<file path="config.mk">
export PLATFORM = sky130hd
export DESIGN_NAME = sign_magnitude_restoring_divider_unit_flat
export DESIGN_NICKNAME = d
export VERILOG_FILES = /design/src/rtl/smrd_pkg.sv /design/src/rtl/smrd_ifs.sv /design/src/rtl/smrd_entry.sv /design/src/rtl/smrd_step.sv /design/src/rtl/smrd_fixup.sv /design/src/rtl/sign_magnitude_restoring_divider_unit.sv /design/src/flat_wrapper.sv
export SDC_FILE = /design/constraint.sdc
export NUM_CORES = 1
export LEC_CHECK = 0
export ABC_AREA = 0
export BUFFER_PORTS_ARGS = -buffer_cell sky130_fd_sc_hd__buf_2
export CAP_MARGIN = 20
export CORE_ASPECT_RATIO = 0.9
export CORE_MARGIN = 1.5
export CORE_UTILIZATION = 50
export DETAILED_ROUTE_END_ITERATION = 8
export PLACE_DENSITY = 0.65
export SLEW_MARGIN = 20
export SYNTH_ARGS = -nofsm -noshare
export SYNTH_HDL_FRONTEND = slang
export SYNTH_SLANG_ARGS = --single-unit
export TNS_END_PERCENT = 50
</file>
<file path="constraint.sdc">
create_clock -name clk -period 10.06 [get_ports clk]
set_input_delay 1.006 -clock clk [delete_from_list [all_inputs] [get_ports clk]]
set_output_delay 1.006 -clock clk [all_outputs]
set_load 0.02 [all_outputs]
</file>
<file path="src/rtl/smrd_pkg.sv">
// ----------------------------------------------------------------------------
// smrd_pkg: shared types for the sign-magnitude restoring divider
// Holds the per-transaction flags that travel down the division pipeline.
// ----------------------------------------------------------------------------
package smrd_pkg;

  // Flags that ride alongside the datapath of each transaction.
  typedef struct packed {
    logic remainder_neg;  // dividend was negative
    logic quotient_neg;   // operand signs differ
    logic overflow;       // high dividend half >= divisor, results forced to zero
  } smrd_flags_t;

endpackage

</file>
<file path="src/rtl/smrd_ifs.sv">
// ----------------------------------------------------------------------------
// smrd_ifs: operand and result channels of the divider
// Valid/ready channels; a transaction moves when valid and ready are high.
// ----------------------------------------------------------------------------
interface smrd_in_if #(
  parameter int WIDTH = 16
);
  logic                   valid;
  logic                   ready;
  logic                   dividend_sign;
  logic [2*WIDTH-1:0]     dividend_magnitude;
  logic                   divisor_sign;
  logic [WIDTH-1:0]       divisor_magnitude;

  modport source (
    output valid, dividend_sign, dividend_magnitude, divisor_sign, divisor_magnitude,
    input  ready
  );
  modport sink (
    input  valid, dividend_sign, dividend_magnitude, divisor_sign, divisor_magnitude,
    output ready
  );
endinterface

interface smrd_out_if #(
  parameter int WIDTH = 16
);
  logic             valid;
  logic             ready;
  logic [WIDTH-1:0] quotient_bits;
  logic [WIDTH-1:0] remainder_bits;
  logic             overflow;

  modport source (
    output valid, quotient_bits, remainder_bits, overflow,
    input  ready
  );
  modport sink (
    input  valid, quotient_bits, remainder_bits, overflow,
    output ready
  );
endinterface

</file>
<file path="src/rtl/smrd_entry.sv">
// ----------------------------------------------------------------------------
// smrd_entry: first pipeline stage of the divider
// Checks for overflow and loads the partial remainder, low word and divisor.
// ----------------------------------------------------------------------------
module smrd_entry #(
  parameter int WIDTH = 16
) (
  input  logic                  clk,
  input  logic                  rst,
  input  logic                  in_valid,
  output logic                  in_ready,
  input  logic                  dividend_sign,
  input  logic [2*WIDTH-1:0]    dividend_magnitude,
  input  logic                  divisor_sign,
  input  logic [WIDTH-1:0]      divisor_magnitude,
  output logic                  valid,
  input  logic                  out_ready,
  output smrd_pkg::smrd_flags_t flags,
  output logic [WIDTH-1:0]      acc,
  output logic [WIDTH-1:0]      low,
  output logic [WIDTH-1:0]      divisor
);
  import smrd_pkg::*;

  logic [WIDTH-1:0] high_half;
  smrd_flags_t      flags_next;

  // The stage takes a new transaction when it is empty or its contents move on.
  assign in_ready = !valid || out_ready;

  // A zero divisor always lands here, since the high half is never below zero.
  assign high_half = dividend_magnitude[2*WIDTH-1:WIDTH];

  always_comb begin
    flags_next.remainder_neg = dividend_sign;
    flags_next.quotient_neg  = dividend_sign ^ divisor_sign;
    flags_next.overflow      = (high_half >= divisor_magnitude);
  end

  always_ff @(posedge clk) begin
    if (rst) begin
      valid <= 1'b0;
    end else if (in_ready) begin
      valid <= in_valid;
    end
  end

  always_ff @(posedge clk) begin
    if (in_valid && in_ready) begin
      flags   <= flags_next;
      acc     <= high_half;
      low     <= dividend_magnitude[WIDTH-1:0];
      divisor <= divisor_magnitude;
    end
  end

endmodule

</file>
<file path="src/rtl/smrd_step.sv">
// ----------------------------------------------------------------------------
// smrd_step: one restoring shift-subtract step
// Shifts one dividend bit into the partial remainder, subtracts the divisor
// when it fits and records the quotient bit, then registers the result.
// ----------------------------------------------------------------------------
module smrd_step #(
  parameter int WIDTH = 16
) (
  input  logic                  clk,
  input  logic                  rst,
  input  logic                  in_valid,
  output logic                  in_ready,
  input  smrd_pkg::smrd_flags_t in_flags,
  input  logic [WIDTH-1:0]      in_acc,
  input  logic [WIDTH-1:0]      in_low,
  input  logic [WIDTH-1:0]      in_divisor,
  output logic                  valid,
  input  logic                  out_ready,
  output smrd_pkg::smrd_flags_t flags,
  output logic [WIDTH-1:0]      acc,
  output logic [WIDTH-1:0]      low,
  output logic [WIDTH-1:0]      divisor
);
  import smrd_pkg::*;

  logic [WIDTH:0]   shifted;
  logic [WIDTH+1:0] diff;
  logic             fits;
  logic [WIDTH-1:0] acc_next;
  logic [WIDTH-1:0] low_next;

  assign in_ready = !valid || out_ready;

  // Trial subtraction; a clear top bit means the divisor fits.
  assign shifted = {in_acc, in_low[WIDTH-1]};
  assign diff    = {1'b0, shifted} - {2'b00, in_divisor};
  assign fits    = !diff[WIDTH+1];

  // Either result stays below the divisor, so WIDTH bits hold it.
  assign acc_next = fits ? diff[WIDTH-1:0] : shifted[WIDTH-1:0];
  assign low_next = {in_low[WIDTH-2:0], fits};

  always_ff @(posedge clk) begin
    if (rst) begin
      valid <= 1'b0;
    end else if (in_ready) begin
      valid <= in_valid;
    end
  end

  always_ff @(posedge clk) begin
    if (in_valid && in_ready) begin
      flags   <= in_flags;
      acc     <= acc_next;
      low     <= low_next;
      divisor <= in_divisor;
    end
  end

endmodule

</file>
<file path="src/rtl/smrd_fixup.sv">
// ----------------------------------------------------------------------------
// smrd_fixup: sign correction and output register
// Applies the result signs, forces zero results on overflow and holds the
// finished transaction until the result channel takes it.
// ----------------------------------------------------------------------------
module smrd_fixup #(
  parameter int WIDTH = 16
) (
  input  logic                  clk,
  input  logic                  rst,
  input  logic                  in_valid,
  output logic                  in_ready,
  input  smrd_pkg::smrd_flags_t in_flags,
  input  logic [WIDTH-1:0]      in_acc,
  input  logic [WIDTH-1:0]      in_low,
  output logic                  valid,
  input  logic                  out_ready,
  output logic [WIDTH-1:0]      quotient_bits,
  output logic [WIDTH-1:0]      remainder_bits,
  output logic                  overflow
);
  import smrd_pkg::*;

  logic [WIDTH-1:0] quotient_next;
  logic [WIDTH-1:0] remainder_next;

  assign in_ready = !valid || out_ready;

  // Two's-complement negation; zero negates to zero on its own.
  always_comb begin
    if (in_flags.overflow) begin
      quotient_next  = '0;
      remainder_next = '0;
    end else begin
      quotient_next  = in_flags.quotient_neg  ? ('0 - in_low) : in_low;
      remainder_next = in_flags.remainder_neg ? ('0 - in_acc) : in_acc;
    end
  end

  always_ff @(posedge clk) begin
    if (rst) begin
      valid <= 1'b0;
    end else if (in_ready) begin
      valid <= in_valid;
    end
  end

  always_ff @(posedge clk) begin
    if (in_valid && in_ready) begin
      quotient_bits  <= quotient_next;
      remainder_bits <= remainder_next;
      overflow       <= in_flags.overflow;
    end
  end

endmodule

</file>
<file path="src/rtl/sign_magnitude_restoring_divider_unit.sv">
// ----------------------------------------------------------------------------
// sign_magnitude_restoring_divider_unit: pipelined sign-magnitude divider
// Divides a sign and 2*WIDTH-bit magnitude by a sign and WIDTH-bit magnitude
// with one restoring step per pipeline stage.
//
//   Channel   Direction  Contents
//   operand   in         dividend_sign, dividend_magnitude, divisor_sign,
//                        divisor_magnitude
//   result    out        quotient_bits, remainder_bits, overflow
//
// A new transaction can enter every cycle unless the result channel stalls; the
// stages are the entry check, WIDTH subtract stages and sign fix-up with output register.
// Every stage carries its own valid bit and moves on when empty or when the
// stage after it moves, so bubbles close up and a stall loses nothing.
// Synchronous reset clears only the valid bits.
// ----------------------------------------------------------------------------
module sign_magnitude_restoring_divider_unit #(
  parameter int WIDTH = 16
) (
  input  logic            clk,
  input  logic            rst,
  smrd_in_if.sink         operand,
  smrd_out_if.source      result
);
  import smrd_pkg::*;

  // Stage k holds the state after k restoring steps.
  logic             stage_valid   [0:WIDTH];
  logic             stage_ready   [0:WIDTH];
  smrd_flags_t      stage_flags   [0:WIDTH];
  logic [WIDTH-1:0] stage_acc     [0:WIDTH];
  logic [WIDTH-1:0] stage_low     [0:WIDTH];
  logic [WIDTH-1:0] stage_divisor [0:WIDTH];
  logic             fixup_ready;

  // Overflow check and operand load.
  smrd_entry #(.WIDTH(WIDTH)) u_entry (
    .clk                (clk),
    .rst                (rst),
    .in_valid           (operand.valid),
    .in_ready           (operand.ready),
    .dividend_sign      (operand.dividend_sign),
    .dividend_magnitude (operand.dividend_magnitude),
    .divisor_sign       (operand.divisor_sign),
    .divisor_magnitude  (operand.divisor_magnitude),
    .valid              (stage_valid[0]),
    .out_ready          (stage_ready[0]),
    .flags              (stage_flags[0]),
    .acc                (stage_acc[0]),
    .low                (stage_low[0]),
    .divisor            (stage_divisor[0])
  );

  // One shift-subtract step per stage.
  for (genvar k = 0; k < WIDTH; k++) begin : g_step
    smrd_step #(.WIDTH(WIDTH)) u_step (
      .clk        (clk),
      .rst        (rst),
      .in_valid   (stage_valid[k]),
      .in_ready   (stage_ready[k]),
      .in_flags   (stage_flags[k]),
      .in_acc     (stage_acc[k]),
      .in_low     (stage_low[k]),
      .in_divisor (stage_divisor[k]),
      .valid      (stage_valid[k+1]),
      .out_ready  (stage_ready[k+1]),
      .flags      (stage_flags[k+1]),
      .acc        (stage_acc[k+1]),
      .low        (stage_low[k+1]),
      .divisor    (stage_divisor[k+1])
    );
  end

  assign stage_ready[WIDTH] = fixup_ready;

  // Sign correction and output register.
  smrd_fixup #(.WIDTH(WIDTH)) u_fixup (
    .clk            (clk),
    .rst            (rst),
    .in_valid       (stage_valid[WIDTH]),
    .in_ready       (fixup_ready),
    .in_flags       (stage_flags[WIDTH]),
    .in_acc         (stage_acc[WIDTH]),
    .in_low         (stage_low[WIDTH]),
    .valid          (result.valid),
    .out_ready      (result.ready),
    .quotient_bits  (result.quotient_bits),
    .remainder_bits (result.remainder_bits),
    .overflow       (result.overflow)
  );

  // The divisor is not needed after the last step.
  logic unused_divisor;
  assign unused_divisor = ^stage_divisor[WIDTH];

endmodule

</file>
<file path="src/flat_wrapper.sv">
// flat-port wrapper written by rule: the top's interface ports become plain ports
module sign_magnitude_restoring_divider_unit_flat import smrd_pkg::*;
#(
  parameter int WIDTH = 16
)
  (clk, rst, operand_valid, operand_dividend_sign, operand_dividend_magnitude, operand_divisor_sign, operand_divisor_magnitude, operand_ready, result_valid, result_quotient_bits, result_remainder_bits, result_overflow, result_ready);
  smrd_in_if #(.WIDTH(WIDTH)) operand_i ();
  smrd_out_if #(.WIDTH(WIDTH)) result_i ();
  input  logic clk;
  input  logic rst;
  input wire logic [$bits(operand_i.valid)-1:0] operand_valid;
  input wire logic [$bits(operand_i.dividend_sign)-1:0] operand_dividend_sign;
  input wire logic [$bits(operand_i.dividend_magnitude)-1:0] operand_dividend_magnitude;
  input wire logic [$bits(operand_i.divisor_sign)-1:0] operand_divisor_sign;
  input wire logic [$bits(operand_i.divisor_magnitude)-1:0] operand_divisor_magnitude;
  output wire logic [$bits(operand_i.ready)-1:0] operand_ready;
  output wire logic [$bits(result_i.valid)-1:0] result_valid;
  output wire logic [$bits(result_i.quotient_bits)-1:0] result_quotient_bits;
  output wire logic [$bits(result_i.remainder_bits)-1:0] result_remainder_bits;
  output wire logic [$bits(result_i.overflow)-1:0] result_overflow;
  input wire logic [$bits(result_i.ready)-1:0] result_ready;
  assign operand_i.valid = operand_valid;
  assign operand_i.dividend_sign = operand_dividend_sign;
  assign operand_i.dividend_magnitude = operand_dividend_magnitude;
  assign operand_i.divisor_sign = operand_divisor_sign;
  assign operand_i.divisor_magnitude = operand_divisor_magnitude;
  assign operand_ready = operand_i.ready;
  assign result_valid = result_i.valid;
  assign result_quotient_bits = result_i.quotient_bits;
  assign result_remainder_bits = result_i.remainder_bits;
  assign result_overflow = result_i.overflow;
  assign result_i.ready = result_ready;
  sign_magnitude_restoring_divider_unit #(.WIDTH(WIDTH)) u_core (.clk(clk), .rst(rst), .operand(operand_i), .result(result_i));
endmodule
</file>
==> results.txt <==
The run finished with clean final reports. Measured against its own limit, the worst slew margin works out to 0.267. By area the synthesized netlist is led by sky130_fd_sc_hd__edfxtp_1 (61%), sky130_fd_sc_hd__ha_1 (7.9%), sky130_fd_sc_hd__inv_1 (3.0%).

Setup repair after global routing left no endpoint under its margin. Measured along the x axis, the die boundary spans roughly 310 um. For this run, the leading register cell type out of synthesis is sky130_fd_sc_hd__edfxtp_1. Hold repair after CTS inserted 0 buffers. The number of nets with antenna violations after routing came out at 0.

After clock tree synthesis, the clock-pin slew on the worst setup and hold paths is 0.06 ns. The number of global-route vias before repair came to 26300. The area enclosed by the die boundary came out at a little under 0.09 sq mm. The top cell family by delay on the critical path is simple AND/OR/NAND/NOR gates.

The master of the slowest instance on the critical path is sky130_fd_sc_hd__and3_1. The count of distinct cell types in the synthesized netlist is 70. Dividing the detail-routed via count by the number of cells gives 5.48.

The count of warnings emitted by yosys is 0. Averaged over all synthesized cells, the footprint is about 13 sq um. The floorplan row count came out at slightly above 100. The number of enable flip-flop cells after synthesis is between 800 and 900. The share of the Yosys chip area taken by registers is 0.618.

The clock period could shrink to 4.09 ns. Traced cell by cell, the critical path runs through buf_2 > and4b_1 > and3_1 > and3_1 > nand4_1 > nor2_1 > nand3_1 > buf_2. The clock skew is 0.0217 ns. The finished cells cover between 0.04 and 0.05 sq mm. The biggest area contributor in the post-synthesis netlist is sky130_fd_sc_hd__edfxtp_1. Across every metal layer, demand over resource in global routing totals 0.180.

The worst endpoint data arrival time is around 3.1 ns. The total of fill cells in the finished design is 6858. The maximum level of the CTS H-tree is 3. The pin slew with the least headroom to its limit came out at roughly 1.1 ns. The highest net fanout along the worst path came out at 7. The share of the synthesized area in the top cell type came out at 0.609.

For this run, the top clock speed supported by timing is ~0.24 GHz. The CTS root buffer is sky130_fd_sc_hd__clkbuf_16. Synthesis produced a netlist whose cell count is 3318. The smallest setup slack after layout came out at around 6 ns. The final cycle utilization of the critical path is 0.407. The number of clock buffers inserted by TritonCTS is slightly above 90. The pin count of the biggest net entering global routing came out at 52. The synthesized design contains about 900 register bits. The area growth from synthesis to layout is 11.8%.

Across the run, the number of max-cap violations was 0. The count of final max-slew check failures came out at 0. The core utilization of the finished layout is 0.566. For the worst-skew pair, the clock arrives at the later sink with an insertion delay of 0.66 ns. The initial utilization of the core area, before any placement, comes to 0.506. In this run the tool buffered the top-level ports with a little under 90 buffer cells. The min-delay analysis places its worst path in the category reg -> reg.

The analysis attributes to cell leakage a power of 18.5 nW. The worst setup path is of the in -> out kind. The number of cells upsized or downsized after cts came out at 0. The routed design has approximately 80000 um of wire. In the synthesized netlist the async set-or-reset flop fraction comes to 0. The endpoint class of the critical path is a primary output. The initial antenna violation count came out at 1.

The launching element type of the critical path is an input port. The count of final setup violators came out at 0. The global-route wire length before repair is approximately 130000 um.

The setup fix buffers added after clock tree synthesis is 0. Setup total negative slack on the finished layout was measured at 0 ns. The antenna diode count came out at 0. The fraction of layout cells with a size suffix above 1 came out at 0.124.

Together, buffers and inverters on the worst path number 2. The required arrival time at the worst endpoint is 9.05 ns. The final hold violation count is 0. The die height came out at between 200 and 300 um.

In this design, the stage delay of the slowest critical-path cell is ~0.49 ns. The routed length per placed instance came out at around 17 um. The power per standard cell area is 165 mW/mm^2. Detailed placement ended at an HPWL of slightly below 60000 um. The detailed router placed 25800 vias in this run. The post-layout net count came out at ~3800. When the netlist entered floorplanning its net count stood at approximately 3700. The number of DRC markers after the initial detailed-route iteration is around 1400. At the end of routability-driven placement, the weighted congestion stood at 0.876. The core region area came out at 0.0861 sq mm.

The number of top-level design ports came out at just under 90. In the routed design, unresolved DRC markers number 0. The first TritonRoute pass finished after 5 iterations. The TritonCTS sink count is approximately 900. The clock passes through at most 3 buffers. The pre-CTS setup slack came out at about 6 ns. TritonCTS built the clock tree. IR analysis of the VDD net gives a maximum drop of roughly 150 uV. The instance area after placement came out at roughly 0.046 sq mm. The remaining global-route overflow is 0. The post-synth design cell area came out at 0.0436 sq mm.
==> area by class of cell <==
type | instances | area (sq um) | area share
Clock buffer | 112 | 2490 | 0.0511
Clock inverter | 58 | 599 | 0.0123
Inverter | 353 | 1330 | 0.0272
Multi-Input combinational cell | 2019 | 15300 | 0.314
Sequential cell | 902 | 26900 | 0.552
Tap cell | 1144 | 1430 | 0.0294
Timing Repair Buffer | 115 | 663 | 0.0136
==> report_power, final <==
group / switching (W) / total (W) / internal [W]
clock: 0.00143 / 0.00344 / 0.00201
combinational: 0.000219 / 0.000398 / 0.000179
sequential: 0.0000339 / 0.00420 / 0.00417
==> per-stage QoR <==
step | power [W] | hold slack, ns | instances
6_report | 0.00804 | 0.400 | 4703
5_1_grt | 0.00832 | 0.414 | 4703
4_1_cts | 0.00813 | 0.396 | 4701
3_5_place_dp | 0.00468 | 0.405 | 4531
3_3_place_gp | 0.00466 | 0.400 | 4531
2_1_floorplan | 0.00457 | 0.400 | 3318
==> placed cells by master (no fill, tap or decap), types with 34 or more instances in the layout <==
cell / n
sky130_fd_sc_hd__nor3_1: 34
sky130_fd_sc_hd__o31a_1: 39
sky130_fd_sc_hd__nand2_1: 186
sky130_fd_sc_hd__nand3_1: 51
sky130_fd_sc_hd__a21oi_1: 132
sky130_fd_sc_hd__ha_1: 274
sky130_fd_sc_hd__xnor2_1: 110
sky130_fd_sc_hd__xor2_1: 73
sky130_fd_sc_hd__clkbuf_16: 95
sky130_fd_sc_hd__o21a_1: 59
sky130_fd_sc_hd__a21o_1: 49
sky130_fd_sc_hd__o21ai_0: 197
sky130_fd_sc_hd__buf_2: 88
sky130_fd_sc_hd__a211oi_1: 36
sky130_fd_sc_hd__nor2_1: 208
sky130_fd_sc_hd__edfxtp_1: 884
sky130_fd_sc_hd__inv_1: 351
sky130_fd_sc_hd__nor2b_1: 40
sky130_fd_sc_hd__mux2_2: 115
sky130_fd_sc_hd__nand2b_1: 45
sky130_fd_sc_hd__mux2i_1: 39
==> per-layer routing <==
layer / global-route usage / up-vias / routed length (um)
met4: 0.0627 / 0 / 2430
li1: - / 12700 / -
met2: 0.324 / 453 / 41300
met5: 0 / - / 0
met1: 0.219 / 12500 / 33900
met3: 0.0261 / 161 / 2560
==> cells by family (layout without fill, tap and decap cells) <==
group / count (synthesis) / in the layout / synth area share
buf+inv: 397 / 638 / 0.0352
flops: 902 / 902 / 0.618
fa+ha+maj: 290 / 290 / 0.0860
mux: 161 / 161 / 0.0411
simple gates: 659 / 659 / 0.0709
compound gates: 726 / 726 / 0.112
xor+xnor: 183 / 183 / 0.0368
==> flip-flops by register name, summed over array words and instances, names as in the netlist, 16 cells and up <==
| name | flops |
|---|---|
| u_core.u_entry.acc | 16 |
| u_core.g_step.u_step.low | 256 |
| u_core.u_fixup.quotient_bits | 16 |
| u_core.u_fixup.remainder_bits | 16 |
| u_core.g_step.u_step.valid | 16 |
| u_core.g_step.u_step.flags | 48 |
| u_core.u_entry.low | 16 |
| u_core.g_step.u_step.divisor | 240 |
| u_core.g_step.u_step.acc | 256 |
| u_core.u_entry.divisor | 16 |
==> final timing paths <==
| check | start | to | slack [ns] | cells past startpoint |
|---|---|---|---|---|
| hold reg to reg | u_core.g_step[8].u_step.low[13] | u_core.g_step[9].u_step.low[14] | 0.40 | 0 |
| setup reg to reg | u_core.g_step[10].u_step.divisor[1] | u_core.g_step[11].u_step.acc[9] | 6.50 | 9 |
| setup / recovery | result_ready | operand_ready | 5.97 | 8 |
| hold / removal | u_core.g_step[8].u_step.low[13] | u_core.g_step[9].u_step.low[14] | 0.40 | 0 |
==> synthesized netlist by cell type (35+ instances only) <==
| cell type | count |
|---|---|
| sky130_fd_sc_hd__xor2_1 | 73 |
| sky130_fd_sc_hd__a21o_1 | 49 |
| sky130_fd_sc_hd__nand2_1 | 186 |
| sky130_fd_sc_hd__nand3_1 | 51 |
| sky130_fd_sc_hd__mux2_2 | 115 |
| sky130_fd_sc_hd__a211oi_1 | 36 |
| sky130_fd_sc_hd__nor2_1 | 209 |
| sky130_fd_sc_hd__nor3_1 | 35 |
| sky130_fd_sc_hd__a21oi_1 | 134 |
| sky130_fd_sc_hd__nor2b_1 | 46 |
| sky130_fd_sc_hd__inv_1 | 351 |
| sky130_fd_sc_hd__nand2b_1 | 45 |
| sky130_fd_sc_hd__o21ai_0 | 197 |
| sky130_fd_sc_hd__xnor2_1 | 110 |
| sky130_fd_sc_hd__ha_1 | 274 |
| sky130_fd_sc_hd__o21a_1 | 60 |
| sky130_fd_sc_hd__mux2i_1 | 39 |
| sky130_fd_sc_hd__o31a_1 | 39 |
| sky130_fd_sc_hd__edfxtp_1 | 884 |
No activity file was read; power rests on OpenSTA's default activity.
